--- src/sv/pbam_pkg.sv ---
package pbam_pkg;

  localparam int ADDR_W        = 16;
  localparam int DATA_W        = 8;
  localparam int ROM_OFF_W     = 20;
  localparam int RAM_ADDR_W    = 16;
  localparam int PAGE_W        = 6;
  localparam int LOW_W         = 14;
  localparam int UNITS_W       = 7;
  localparam int ROM_UNITS_MAX = 64;
  localparam int RAM_BYTES     = 65536;
  localparam int APB_ADDR_W    = 5;
  localparam int APB_DATA_W    = 32;
  localparam int STEPS_PER_STG = 3;

  // program banking modes
  localparam logic [1:0] MODE_32K    = 2'd0;
  localparam logic [1:0] MODE_16_16  = 2'd1;
  localparam logic [1:0] MODE_16_8_8 = 2'd2;
  localparam logic [1:0] MODE_8X4    = 2'd3;

  typedef enum logic [1:0] {
    RGN_NONE = 2'd0,
    RGN_CTRL = 2'd1,
    RGN_RAM  = 2'd2,
    RGN_ROM  = 2'd3
  } region_t;

  typedef enum logic [2:0] {
    IDX_PRG_MODE  = 3'd0,
    IDX_RAM_BANK  = 3'd1,
    IDX_BANK_8000 = 3'd2,
    IDX_BANK_A000 = 3'd3,
    IDX_BANK_C000 = 3'd4,
    IDX_BANK_E000 = 3'd5,
    IDX_ROM_SIZE  = 3'd6,
    IDX_RAM_UNLK  = 3'd7
  } cfg_idx_t;

  typedef struct packed {
    logic [1:0]         prg_mode;
    logic [7:0]         ram_bank_select;
    logic [7:0]         bank_reg_8000;
    logic [7:0]         bank_reg_a000;
    logic [7:0]         bank_reg_c000;
    logic [7:0]         bank_reg_e000;
    logic [UNITS_W-1:0] rom_units;
    logic               ram_unlocked;
  } cfg_t;

  typedef struct packed {
    logic [ADDR_W-1:0] cpu_address;
    logic              opcode;
    logic [DATA_W-1:0] write_data;
  } in_beat_t;

  // page is consumed from the top, rem holds the partial remainder
  typedef struct packed {
    region_t               region;
    logic [PAGE_W-1:0]     page;
    logic [PAGE_W-1:0]     rem;
    logic [LOW_W-1:0]      low;
    logic [RAM_ADDR_W-1:0] ram_address;
    logic                  ram_write;
    logic [DATA_W-1:0]     ram_write_data;
  } pipe_t;

  // zero counts as one unit, anything above the maximum saturates
  function automatic logic [UNITS_W-1:0] clamp_units(input logic [UNITS_W-1:0] size);
    logic [UNITS_W-1:0] u;
    u = size;
    if (size == '0) u = UNITS_W'(1);
    else if (size > UNITS_W'(ROM_UNITS_MAX)) u = UNITS_W'(ROM_UNITS_MAX);
    return u;
  endfunction

  // one restoring remainder step: rem < units on entry and on exit
  function automatic logic [PAGE_W-1:0] mod_step(input logic [PAGE_W-1:0] rem,
                                                 input logic bit_in,
                                                 input logic [UNITS_W-1:0] units);
    logic [UNITS_W-1:0] t;
    t = {rem, bit_in};
    if (t >= units) t = t - units;
    return t[PAGE_W-1:0];
  endfunction

endpackage

--- src/sv/pbam_if.sv ---
interface pbam_in_if import pbam_pkg::*; ();
  logic              valid;
  logic              ready;
  logic [ADDR_W-1:0] cpu_address;
  logic              opcode;
  logic [DATA_W-1:0] write_data;

  modport source(output valid, cpu_address, opcode, write_data, input ready);
  modport sink(input valid, cpu_address, opcode, write_data, output ready);
endinterface

interface pbam_out_if import pbam_pkg::*; ();
  logic                  valid;
  logic                  ready;
  logic [1:0]            region;
  logic [ROM_OFF_W-1:0]  rom_offset;
  logic [RAM_ADDR_W-1:0] ram_address;
  logic                  ram_write;
  logic [DATA_W-1:0]     ram_write_data;

  modport source(output valid, region, rom_offset, ram_address, ram_write, ram_write_data,
                 input ready);
  modport sink(input valid, region, rom_offset, ram_address, ram_write, ram_write_data,
               output ready);
endinterface

--- src/sv/pbam_cfg.sv ---
module pbam_cfg import pbam_pkg::*; (
  input  logic                  clk,
  input  logic                  rst_n,
  input  logic                  psel,
  input  logic                  penable,
  input  logic                  pwrite,
  input  logic [APB_ADDR_W-1:0] paddr,
  input  logic [APB_DATA_W-1:0] pwdata,
  output logic [APB_DATA_W-1:0] prdata,
  output logic                  pready,
  output cfg_t                  cfg
);

  logic [1:0]         prg_mode_r;
  logic [7:0]         ram_bank_r;
  logic [7:0]         bank_8000_r;
  logic [7:0]         bank_a000_r;
  logic [7:0]         bank_c000_r;
  logic [7:0]         bank_e000_r;
  logic [UNITS_W-1:0] rom_size_r;
  logic               ram_unlk_r;
  cfg_idx_t           idx;
  logic               wr_en;

  assign pready = 1'b1;
  assign idx    = cfg_idx_t'(paddr[APB_ADDR_W-1:2]);
  assign wr_en  = psel & penable & pwrite;

  always_ff @(posedge clk) begin
    if (!rst_n) begin
      prg_mode_r  <= MODE_8X4;
      ram_bank_r  <= 8'd0;
      bank_8000_r <= 8'h80;
      bank_a000_r <= 8'h80;
      bank_c000_r <= 8'h80;
      bank_e000_r <= 8'hFF;
      rom_size_r  <= UNITS_W'(ROM_UNITS_MAX);
      ram_unlk_r  <= 1'b0;
    end else if (wr_en) begin
      unique case (idx)
        IDX_PRG_MODE:  prg_mode_r  <= pwdata[1:0];
        IDX_RAM_BANK:  ram_bank_r  <= pwdata[7:0];
        IDX_BANK_8000: bank_8000_r <= pwdata[7:0];
        IDX_BANK_A000: bank_a000_r <= pwdata[7:0];
        IDX_BANK_C000: bank_c000_r <= pwdata[7:0];
        IDX_BANK_E000: bank_e000_r <= pwdata[7:0];
        IDX_ROM_SIZE:  rom_size_r  <= pwdata[UNITS_W-1:0];
        IDX_RAM_UNLK:  ram_unlk_r  <= pwdata[0];
      endcase
    end
  end

  always_comb begin
    unique case (idx)
      IDX_PRG_MODE:  prdata = APB_DATA_W'(prg_mode_r);
      IDX_RAM_BANK:  prdata = APB_DATA_W'(ram_bank_r);
      IDX_BANK_8000: prdata = APB_DATA_W'(bank_8000_r);
      IDX_BANK_A000: prdata = APB_DATA_W'(bank_a000_r);
      IDX_BANK_C000: prdata = APB_DATA_W'(bank_c000_r);
      IDX_BANK_E000: prdata = APB_DATA_W'(bank_e000_r);
      IDX_ROM_SIZE:  prdata = APB_DATA_W'(rom_size_r);
      IDX_RAM_UNLK:  prdata = APB_DATA_W'(ram_unlk_r);
    endcase
  end

  always_comb begin
    cfg.prg_mode        = prg_mode_r;
    cfg.ram_bank_select = ram_bank_r;
    cfg.bank_reg_8000   = bank_8000_r;
    cfg.bank_reg_a000   = bank_a000_r;
    cfg.bank_reg_c000   = bank_c000_r;
    cfg.bank_reg_e000   = bank_e000_r;
    cfg.rom_units       = clamp_units(rom_size_r);
    cfg.ram_unlocked    = ram_unlk_r;
  end

endmodule

--- src/sv/pbam_decode.sv ---
module pbam_decode import pbam_pkg::*; (
  input  logic     clk,
  input  logic     rst_n,
  input  cfg_t     cfg,
  input  logic     valid_i,
  input  in_beat_t beat_i,
  output logic     ready_o,
  output logic     valid_o,
  output pipe_t    beat_o,
  input  logic     ready_i
);

  logic              valid_r;
  pipe_t             beat_r;
  pipe_t             beat_nxt;
  logic [ADDR_W-1:0] a;
  logic              wr;
  logic [7:0]        reg8;
  logic              force_rom;
  logic [RAM_BYTES > 65535 ? 16 : 16:0] ram_ext;

  assign a  = beat_i.cpu_address;
  assign wr = beat_i.opcode;

  // 8KB window register for modes where C000-FFFF or the whole space is split
  always_comb begin
    unique case (a[14:13])
      2'd0: reg8 = cfg.bank_reg_8000;
      2'd1: reg8 = cfg.bank_reg_a000;
      2'd2: reg8 = cfg.bank_reg_c000;
      2'd3: reg8 = cfg.bank_reg_e000;
    endcase
  end
  assign force_rom = (a[14:13] == 2'd3);

  always_comb begin
    beat_nxt.region         = RGN_NONE;
    beat_nxt.page           = '0;
    beat_nxt.rem            = '0;
    beat_nxt.low            = '0;
    beat_nxt.ram_address    = '0;
    beat_nxt.ram_write      = 1'b0;
    beat_nxt.ram_write_data = '0;

    priority if (a[15:12] == 4'h5) begin
      beat_nxt.region = RGN_CTRL;
    end else if (a[15:13] == 3'b011) begin
      beat_nxt.region      = RGN_RAM;
      beat_nxt.ram_address = {cfg.ram_bank_select[2:0], a[12:0]};
    end else if (a[15]) begin
      priority if (cfg.prg_mode == MODE_32K) begin
        beat_nxt.region = RGN_ROM;
        beat_nxt.page   = {cfg.bank_reg_e000[6:2], a[14]};
        beat_nxt.low    = a[13:0];
      end else if (cfg.prg_mode != MODE_8X4 && !a[14]) begin
        if (cfg.bank_reg_a000[7]) begin
          beat_nxt.region = RGN_ROM;
          beat_nxt.page   = cfg.bank_reg_a000[6:1];
          beat_nxt.low    = a[13:0];
        end else begin
          beat_nxt.region      = RGN_RAM;
          beat_nxt.ram_address = {cfg.bank_reg_a000[2:1], a[13:0]};
        end
      end else if (cfg.prg_mode == MODE_16_16) begin
        beat_nxt.region = RGN_ROM;
        beat_nxt.page   = cfg.bank_reg_e000[6:1];
        beat_nxt.low    = a[13:0];
      end else if (reg8[7] || force_rom) begin
        beat_nxt.region = RGN_ROM;
        beat_nxt.page   = reg8[6:1];
        beat_nxt.low    = {reg8[0], a[12:0]};
      end else begin
        beat_nxt.region      = RGN_RAM;
        beat_nxt.ram_address = {reg8[2:0], a[12:0]};
      end
    end else begin
      beat_nxt.region = RGN_NONE;
    end

    // writes into ROM are dropped
    if (wr && beat_nxt.region == RGN_ROM) beat_nxt.region = RGN_NONE;

    ram_ext = {1'b0, beat_nxt.ram_address};
    if (beat_nxt.region == RGN_RAM && ram_ext >= 17'(RAM_BYTES)) beat_nxt.region = RGN_NONE;

    if (beat_nxt.region != RGN_ROM) begin
      beat_nxt.page = '0;
      beat_nxt.low  = '0;
    end
    if (beat_nxt.region != RGN_RAM) beat_nxt.ram_address = '0;

    beat_nxt.ram_write      = (beat_nxt.region == RGN_RAM) && wr && cfg.ram_unlocked;
    beat_nxt.ram_write_data = beat_nxt.ram_write ? beat_i.write_data : '0;
  end

  assign ready_o = !valid_r || ready_i;

  always_ff @(posedge clk) begin
    if (!rst_n) begin
      valid_r <= 1'b0;
    end else if (ready_o) begin
      valid_r <= valid_i;
    end
  end

  always_ff @(posedge clk) begin
    if (valid_i && ready_o) begin
      beat_r <= beat_nxt;
    end
  end

  assign valid_o = valid_r;
  assign beat_o  = beat_r;

endmodule

--- src/sv/pbam_mod_stage.sv ---
module pbam_mod_stage import pbam_pkg::*; (
  input  logic               clk,
  input  logic               rst_n,
  input  logic [UNITS_W-1:0] units,
  input  logic               valid_i,
  input  pipe_t              beat_i,
  output logic               ready_o,
  output logic               valid_o,
  output pipe_t              beat_o,
  input  logic               ready_i
);

  logic  valid_r;
  pipe_t beat_r;
  pipe_t beat_nxt;

  // take three page bits from the top into the remainder
  always_comb begin
    beat_nxt = beat_i;
    for (int i = 0; i < STEPS_PER_STG; i++) begin
      beat_nxt.rem  = mod_step(beat_nxt.rem, beat_nxt.page[PAGE_W-1], units);
      beat_nxt.page = {beat_nxt.page[PAGE_W-2:0], 1'b0};
    end
  end

  assign ready_o = !valid_r || ready_i;

  always_ff @(posedge clk) begin
    if (!rst_n) begin
      valid_r <= 1'b0;
    end else if (ready_o) begin
      valid_r <= valid_i;
    end
  end

  always_ff @(posedge clk) begin
    if (valid_i && ready_o) begin
      beat_r <= beat_nxt;
    end
  end

  assign valid_o = valid_r;
  assign beat_o  = beat_r;

endmodule

--- src/sv/prg_bank_address_map_core.sv ---
// Program bank address map: turns one CPU bus access into a region code and a
// ROM byte offset or a RAM byte address under the selected banking mode.
// Input channel in_bus: one access per beat (cpu_address, opcode, write_data).
// Result channel out_bus: exactly one result beat per access, in order.
// Configuration: APB-style registers at byte address 4*index, written with a
// setup and an access phase; pready is tied high. Change them only while no
// access is in flight.
// Pipeline: a decode register, then two stages of ROM page remainder with three
// remainder steps each; the last stage is the output register.
// Throughput: one access per cycle while out_bus.ready is high; every stage
// holds its own valid bit.
// Stall: a stage holds while its successor is full and stalled, so bubbles in
// the pipeline still fill while out_bus.ready is low; nothing is lost or
// repeated.
// Reset: synchronous, active low; clears all valid bits and returns the
// registers to mode 3, all ROM banks and RAM locked.
module prg_bank_address_map_core import pbam_pkg::*; (
  input  logic                  clk,
  input  logic                  rst_n,
  pbam_in_if.sink               in_bus,
  pbam_out_if.source            out_bus,
  input  logic                  psel,
  input  logic                  penable,
  input  logic                  pwrite,
  input  logic [APB_ADDR_W-1:0] paddr,
  input  logic [APB_DATA_W-1:0] pwdata,
  output logic [APB_DATA_W-1:0] prdata,
  output logic                  pready
);

  cfg_t     cfg;
  in_beat_t in_beat;
  logic     s1_valid, s1_ready;
  pipe_t    s1_beat;
  logic     s2_valid, s2_ready;
  pipe_t    s2_beat;
  pipe_t    s3_beat;

  pbam_cfg u_cfg (
    .clk     (clk),
    .rst_n   (rst_n),
    .psel    (psel),
    .penable (penable),
    .pwrite  (pwrite),
    .paddr   (paddr),
    .pwdata  (pwdata),
    .prdata  (prdata),
    .pready  (pready),
    .cfg     (cfg)
  );

  assign in_beat.cpu_address = in_bus.cpu_address;
  assign in_beat.opcode      = in_bus.opcode;
  assign in_beat.write_data  = in_bus.write_data;

  pbam_decode u_decode (
    .clk     (clk),
    .rst_n   (rst_n),
    .cfg     (cfg),
    .valid_i (in_bus.valid),
    .beat_i  (in_beat),
    .ready_o (in_bus.ready),
    .valid_o (s1_valid),
    .beat_o  (s1_beat),
    .ready_i (s1_ready)
  );

  pbam_mod_stage u_mod_hi (
    .clk     (clk),
    .rst_n   (rst_n),
    .units   (cfg.rom_units),
    .valid_i (s1_valid),
    .beat_i  (s1_beat),
    .ready_o (s1_ready),
    .valid_o (s2_valid),
    .beat_o  (s2_beat),
    .ready_i (s2_ready)
  );

  pbam_mod_stage u_mod_lo (
    .clk     (clk),
    .rst_n   (rst_n),
    .units   (cfg.rom_units),
    .valid_i (s2_valid),
    .beat_i  (s2_beat),
    .ready_o (s2_ready),
    .valid_o (out_bus.valid),
    .beat_o  (s3_beat),
    .ready_i (out_bus.ready)
  );

  // page and low are zero outside ROM, so the offset is zero there too
  assign out_bus.region         = s3_beat.region;
  assign out_bus.rom_offset     = {s3_beat.rem, s3_beat.low};
  assign out_bus.ram_address    = s3_beat.ram_address;
  assign out_bus.ram_write      = s3_beat.ram_write;
  assign out_bus.ram_write_data = s3_beat.ram_write_data;

endmodule

--- src/flat_wrapper.sv ---
// flat-port wrapper written by rule: the top's interface ports become plain ports
module prg_bank_address_map_core_flat import pbam_pkg::*;
  (clk, rst_n, psel, penable, pwrite, paddr, pwdata, prdata, pready, in_bus_valid, in_bus_cpu_address, in_bus_opcode, in_bus_write_data, in_bus_ready, out_bus_valid, out_bus_region, out_bus_rom_offset, out_bus_ram_address, out_bus_ram_write, out_bus_ram_write_data, out_bus_ready);
  pbam_in_if in_bus_i ();
  pbam_out_if out_bus_i ();
  input  logic clk;
  input  logic rst_n;
  input  logic psel;
  input  logic penable;
  input  logic pwrite;
  input  logic [APB_ADDR_W-1:0] paddr;
  input  logic [APB_DATA_W-1:0] pwdata;
  output logic [APB_DATA_W-1:0] prdata;
  output logic pready;
  input wire logic [$bits(in_bus_i.valid)-1:0] in_bus_valid;
  input wire logic [$bits(in_bus_i.cpu_address)-1:0] in_bus_cpu_address;
  input wire logic [$bits(in_bus_i.opcode)-1:0] in_bus_opcode;
  input wire logic [$bits(in_bus_i.write_data)-1:0] in_bus_write_data;
  output wire logic [$bits(in_bus_i.ready)-1:0] in_bus_ready;
  output wire logic [$bits(out_bus_i.valid)-1:0] out_bus_valid;
  output wire logic [$bits(out_bus_i.region)-1:0] out_bus_region;
  output wire logic [$bits(out_bus_i.rom_offset)-1:0] out_bus_rom_offset;
  output wire logic [$bits(out_bus_i.ram_address)-1:0] out_bus_ram_address;
  output wire logic [$bits(out_bus_i.ram_write)-1:0] out_bus_ram_write;
  output wire logic [$bits(out_bus_i.ram_write_data)-1:0] out_bus_ram_write_data;
  input wire logic [$bits(out_bus_i.ready)-1:0] out_bus_ready;
  assign in_bus_i.valid = in_bus_valid;
  assign in_bus_i.cpu_address = in_bus_cpu_address;
  assign in_bus_i.opcode = in_bus_opcode;
  assign in_bus_i.write_data = in_bus_write_data;
  assign in_bus_ready = in_bus_i.ready;
  assign out_bus_valid = out_bus_i.valid;
  assign out_bus_region = out_bus_i.region;
  assign out_bus_rom_offset = out_bus_i.rom_offset;
  assign out_bus_ram_address = out_bus_i.ram_address;
  assign out_bus_ram_write = out_bus_i.ram_write;
  assign out_bus_ram_write_data = out_bus_i.ram_write_data;
  assign out_bus_i.ready = out_bus_ready;
  prg_bank_address_map_core u_core (.clk(clk), .rst_n(rst_n), .in_bus(in_bus_i), .out_bus(out_bus_i), .psel(psel), .penable(penable), .pwrite(pwrite), .paddr(paddr), .pwdata(pwdata), .prdata(prdata), .pready(pready));
endmodule
--- config.mk ---
export PLATFORM = sky130hd
export DESIGN_NAME = prg_bank_address_map_core_flat
export DESIGN_NICKNAME = d
export VERILOG_FILES = /design/src/sv/pbam_pkg.sv /design/src/sv/pbam_if.sv /design/src/sv/pbam_cfg.sv /design/src/sv/pbam_decode.sv /design/src/sv/pbam_mod_stage.sv /design/src/sv/prg_bank_address_map_core.sv /design/src/flat_wrapper.sv
export SDC_FILE = /design/constraint.sdc
export NUM_CORES = 1
export LEC_CHECK = 0
export ABC_AREA = 1
export BUFFER_PORTS_ARGS = -buffer_cell sky130_fd_sc_hd__buf_2
export CAP_MARGIN = 5
export CORE_MARGIN = 8
export CORE_UTILIZATION = 55
export CTS_CLUSTER_SIZE = 24
export DETAILED_ROUTE_END_ITERATION = 8
export PLACE_DENSITY = 0.77
export SLEW_MARGIN = 10
export SYNTH_ARGS = -nofsm -noshare
export SYNTH_HDL_FRONTEND = slang
export SYNTH_HIERARCHICAL = 1
export SYNTH_SLANG_ARGS = --single-unit
--- constraint.sdc ---
create_clock -name clk -period 5.9 [get_ports clk]
set_input_delay 1.18 -clock clk [delete_from_list [all_inputs] [get_ports clk]]
set_output_delay 1.18 -clock clk [all_outputs]
set_load 0.01 [all_outputs]
== Yosys cells after proc, flatten, opt, wreduce, memory -nomap -nowiden ==
Cells that the tools add are included.

* Bits in registers: 197
* Input bits: 69
* Output and inout port bits: 82
* Word-level logic and storage cells: 125

* Add/sub/neg operators: 6
* $lt $le $gt $ge: 7
* Equality and inequality tests: 18
* Multiplexer cells: 32
* Bitwise logic cells: 3
* Reduce and logical (&&, ||, !) cells: 29

{| class="wikitable"
|+ Operator list
! kind !! count
|-
| one-hot mux 32 bit (8 select lines) || 1
|-
| two-way mux 16 bit || 6
|-
| two-way mux 14 bit || 4
|-
| two-way mux 6 bit || 8
|-
| greater-or-equal comparator 7 bit || 5
|-
| one-hot mux 8 bit (4 select lines) || 1
|-
| two-way mux 30 bit || 1
|-
| subtractor 6 bit || 5
|-
| two-way mux 8 bit || 3
|-
| AND reduction 2 bit || 8
|-
| two-way mux 7 bit || 2
|-
| equality test 3 bit (second input constant) || 4
|-
| equality test 3 x 2 -> 1 bit (second input constant) || 3
|-
| equality test 2 bit (second input constant) || 4
|-
| two-way mux 2 bit || 4
|-
| greater-or-equal comparator 1 x 7 -> 1 bit || 1
|-
| greater-than comparator 7 bit (second input constant) || 1
|-
| logical AND 1 bit || 7
|-
| logical NOT 7 bit || 1
|-
| != test 2 bit (second input constant) || 3
|-
| subtractor 1 x 6 -> 6 bit || 1
|-
| equality test 2 x 1 -> 1 bit (second input constant) || 2
|-
| equality test 4 x 3 -> 1 bit (second input constant) || 1
|-
| logical NOT 1 bit || 4
|-
| 9 further kinds || 15
|}

== Logic depth before layout (Yosys ltp) ==
* Word-level depth: 16
* Gate-level depth with buffers: 32
* Gate-level depth less buffers: 32

== By module ==
The synthesis kept the hierarchy.

{| class="wikitable"
|+ Modules (own cells, without submodules)
! module !! instances !! cells an instance !! area each (um2) !! sequential area each (um2)
|-
| pbam_decode || 1 || 347 || 2952.8 || 1431.4
|-
| pbam_mod_stage (u_core.u_mod_hi) || 1 || 245 || 2760.1 || 1521.5
|-
| pbam_mod_stage (u_core.u_mod_lo) || 1 || 253 || 2727.6 || 1521.5
|-
| pbam_cfg || 1 || 385 || 2563.7 || 1001.0
|}

== Least setup slack after synthesis ==
Ideal clock, no wire load.

* Path type: register to register
* Start: reg u_core.u_cfg.rom_size_r[0]
* End: reg u_core.u_mod_lo.beat_r (netlist bit u_core/u_mod_lo/beat_o[44]) (data pin)
* Setup time: 0.256 ns
* Data arrival time: 4.244 ns
* Required time: 5.644 ns
* Slack: 1.400 ns
* Stages on the path, launching flop included: 30
* Buffers on the path: 0
* Period minus slack after synthesis: 4.500 ns
* Cell sequence: dfxtp_1 -> nor2_1 -> nand4_1 -> nand2_1 -> inv_1 -> nor2_1 -> inv_1 -> ha_1 -> nand3_1 -> nand2_2 -> nand2_2 -> nand3_4 -> o21a_1 -> ha_1 -> nand2_1 -> inv_1 -> a21oi_1 -> nand2_2 -> nor2_8 -> nand3_1 -> and2_1 -> ha_1 -> a21oi_1 -> nand2_1 -> nand3_1 -> nand2_1 -> nor2_4 -> inv_1 -> o21ai_0 -> nand2_1

{| class="wikitable"
|+ RTL lines
! what !! line !! RTL
|-
| start: declaration || pbam_cfg.sv:20 || <nowiki>logic [UNITS_W-1:0] rom_size_r;</nowiki>
|-
| start signal: assignment || pbam_cfg.sv:37 || <nowiki>rom_size_r <= UNITS_W'(ROM_UNITS_MAX);</nowiki>
|-
| start signal: assignment || pbam_cfg.sv:47 || <nowiki>IDX_ROM_SIZE: rom_size_r <= pwdata[UNITS_W-1:0];</nowiki>
|-
| end signal: assignment || pbam_mod_stage.sv:38 || <nowiki>beat_r <= beat_nxt;</nowiki>
|-
| end: declaration || pbam_mod_stage.sv:14 || <nowiki>pipe_t beat_r;</nowiki>
|}

==> metrics.md <==
| Metric | Value |
|---|---|
| Initial Utilization | 55.99% |
| Rows | 51 |
| Worst-path clk slew | 0.07 ns |
| Clk root buf | clkbuf_16 |
| Total gr overflow | 0 |
| Final Skew | 0.008217 ns |
| Post-detail-place hpwl | 17,680 microns |
| Resize count post-CTS | 0 |
| Core Box Area | 19,400 sq um |
| IO buf count | 99 |
| Leak Pwr | 0.005382 uW |
| Sink Count | 197 |
| Comb pwr share | 30.6% |
| Period Utilization, post-route | 86.93% |
| Reg2reg start | u_core/u_cfg/rom_size_r[4]$_SDFFE_PN0P_ |
| Max IR drop VDD | 0.2115 mV |
| Commonest non-fill, non-tap cell in the layout | nand2_1 |
| Reg2reg setup slack | 0.77 ns |
| Seq pwr share | 41.4% |
| Mapped Cells | 1,219 |
| Pwr dens | 326.7 nW/um^2 |
| Hold path start | u_core/u_decode/beat_o[30]$_SDFFCE_PP0P_ |
| Max cap viols | 0 |
| Post-route minimum period | 5.129 ns |
| Fin cells | 1,583 |
| Synth warn | 6 |
| Clock power frac | 28.0% |
| Commonest cells after routing, fill and taps aside | 236 x nand2_1, 144 x edfxtp_1, 134 x inv_1 |
| CTS tree | yes |
| Nets | 1,422 |
| CP Launch Type | register |
| Area of the mapped netlist | 10,860 sq um |
| Largest net degree at the start of global routing | 54 |
| Class of the worst hold path | reg -> reg |
| Via count | 8,496 |
| Vias in the first global route | 7,915 |
| CP Class | reg -> reg |
| Average size of a mapped cell | 8.910 sq um |
| Worst Hold End | u_core/u_mod_hi/beat_o[30]$_DFFE_PP_ |
| Most Frequent Cell on Critical Path | nand2_1 |
| Antenna diodes | 0 |
| CP Data Required Time | 6.09 ns |
| Crit. End Element | register |
| Design Power | 3925 uW |
| Postcts setup bufs | 0 |
| Max clock buf depth | 2 |
| Fin. max-slew vios | 0 |
| Crit path DAT | 5.32 ns |
| 1st-pass router iterations | 5 |
| Die ar. | 24,500 sq um |
| Clk_lat worst skew | 0.44 ns |
| First-pass GRT wire length | 38,410 microns |
| RSZ-0062 raised after global routing | false |
| Routed Antenna Nets | 0 |
| Worst-Margin Slew | 0.8372 ns |
| Int Power | 2604 uW |
| Final setup violation count | 0 |
| Worst Hold Depth | 0 |
| Slowest stage delay, CP | 0.38 ns |
| Die W | 156.5 microns |
| Share of cells above drive strength 1 | 16.46% |
| Gr usage total | 19.71% |
| Area delta synth->final | 10.63% |
| Placed Cells | 1,551 |
| WL/cell | 15.26 microns |
| H-tree depth | 4 |
| Slowest cell on the critical path | nor2_1 |
| Drt total wl | 24,160 microns |
| Status | finished clean |
| Drt drc | 0 |
| Die height | 156.5 microns |
| Cells on worst reg2reg path | 30 |
| Crit Path Max Fanout | 8 |
| Sw Pwr | 1322 uW |
| Initial antenna violation count | 0 |
| Max Fclk | 195.0 MHz |
| Critical R2R Capture | u_core/u_mod_lo/beat_o[44]$_DFFE_PP_ |
| Routability congestion estimate | 0.9137 |
| Setup TNS | 0 ns |
| I/O pins | 151 |
| Cts hold-fix bufs | 0 |
| CTS buffer count | 17 |
| Max_slew headroom | 44.19% |
| Via density | 5.367 |
| Net Sw Frac | 33.67% |
| DR iter-0 viols | 707 |
| Fin. Hold Viols | 0 |
==> flip-flops by register name (all words and copies together), names as in the netlist <==
register,cells
u_core/u_cfg/bank_8000_r,8
u_core/u_cfg/bank_a000_r,8
u_core/u_cfg/bank_c000_r,8
u_core/u_cfg/bank_e000_r,8
u_core/u_cfg/prg_mode_r,2
u_core/u_cfg/ram_bank_r,8
u_core/u_cfg/ram_unlk_r,1
u_core/u_cfg/rom_size_r,7
u_core/u_decode/beat_o,47
u_core/u_decode/valid_o,1
u_core/u_mod_hi/beat_o,50
u_core/u_mod_hi/valid_o,1
u_core/u_mod_lo/beat_o,47
u_core/u_mod_lo/valid_o,1
==> power groups by stage <==
stage	registers, uW	logic [uW]	clock network (uW)
CTS	1620	1200	1120
detailed placement	1650	1200	0
global placement	1650	1160	0
finish	1620	1200	1100
global route	1630	1370	1170
floorplan	1660	957	0
==> worst max-delay path: cells and delay by family (launching register included) <==
| family | cells | cell delay [ns] |
|---|---|---|
| simple gates | 21 | 2.61 |
| compound gates | 3 | 0.41 |
| buf+inv | 3 | 0.48 |
| flops | 1 | 0.32 |
| fa+ha+maj | 3 | 1.06 |
==> per-stage QoR <==
stage	setup WS [ns]	instance area, sq um	util, %	hold slack, ns
2_1_floorplan	1.400	10970	-	0.4003
5_1_grt	0.1780	12020	61.95	0.4259
3_3_place_gp	0.8792	11450	59.02	0.4010
6_report	0.7711	12020	61.95	0.4171
3_5_place_dp	0.7519	11450	59.02	0.4045
4_1_cts	0.7274	12020	61.95	0.4179
==> cell type report <==
class                           instances  area [sq um]
Multi-Input combinational cell        837          4642
Fill cell                            1618          7382
Timing Repair Buffer                  103         525.5
Clock inverter                         14         138.9
Sequential cell                       197          5385
Tap cell                              265         331.6
Clock buffer                           18         429.2
Inverter                              149         564.3
==> worst max path at each step <==
stage	startpoint	endpoint	slack, ns	cells after the start
after floorplan	u_core/u_cfg/rom_size_r[0]$_SDFFE_PN0P_	u_core/u_mod_lo/beat_o[44]$_DFFE_PP_	1.40	29
after global placement	u_core/u_cfg/rom_size_r[4]$_SDFFE_PN0P_	u_core/u_mod_lo/beat_o[44]$_DFFE_PP_	0.88	29
after detailed placement	u_core/u_cfg/rom_size_r[4]$_SDFFE_PN0P_	u_core/u_mod_lo/beat_o[44]$_DFFE_PP_	0.75	30
after CTS	u_core/u_cfg/rom_size_r[4]$_SDFFE_PN0P_	u_core/u_mod_lo/beat_o[44]$_DFFE_PP_	0.73	29
after global routing	u_core/u_cfg/rom_size_r[4]$_SDFFE_PN0P_	u_core/u_mod_lo/beat_o[44]$_DFFE_PP_	0.18	29
final	u_core/u_cfg/rom_size_r[4]$_SDFFE_PN0P_	u_core/u_mod_lo/beat_o[44]$_DFFE_PP_	0.77	30
==> routing by layer <==
layer	up-vias	GRT usage (%)	part of all wire, %	wire length, microns
met4	0	7.963	2.3	549
met1	3888	25.88	44	10680
met3	42	4.413	8.0	1923
met2	383	31.11	46	11000
li1	4183	-	-	-
met5	-	0	0	0
No activity file was read; power rests on OpenSTA's default activity.
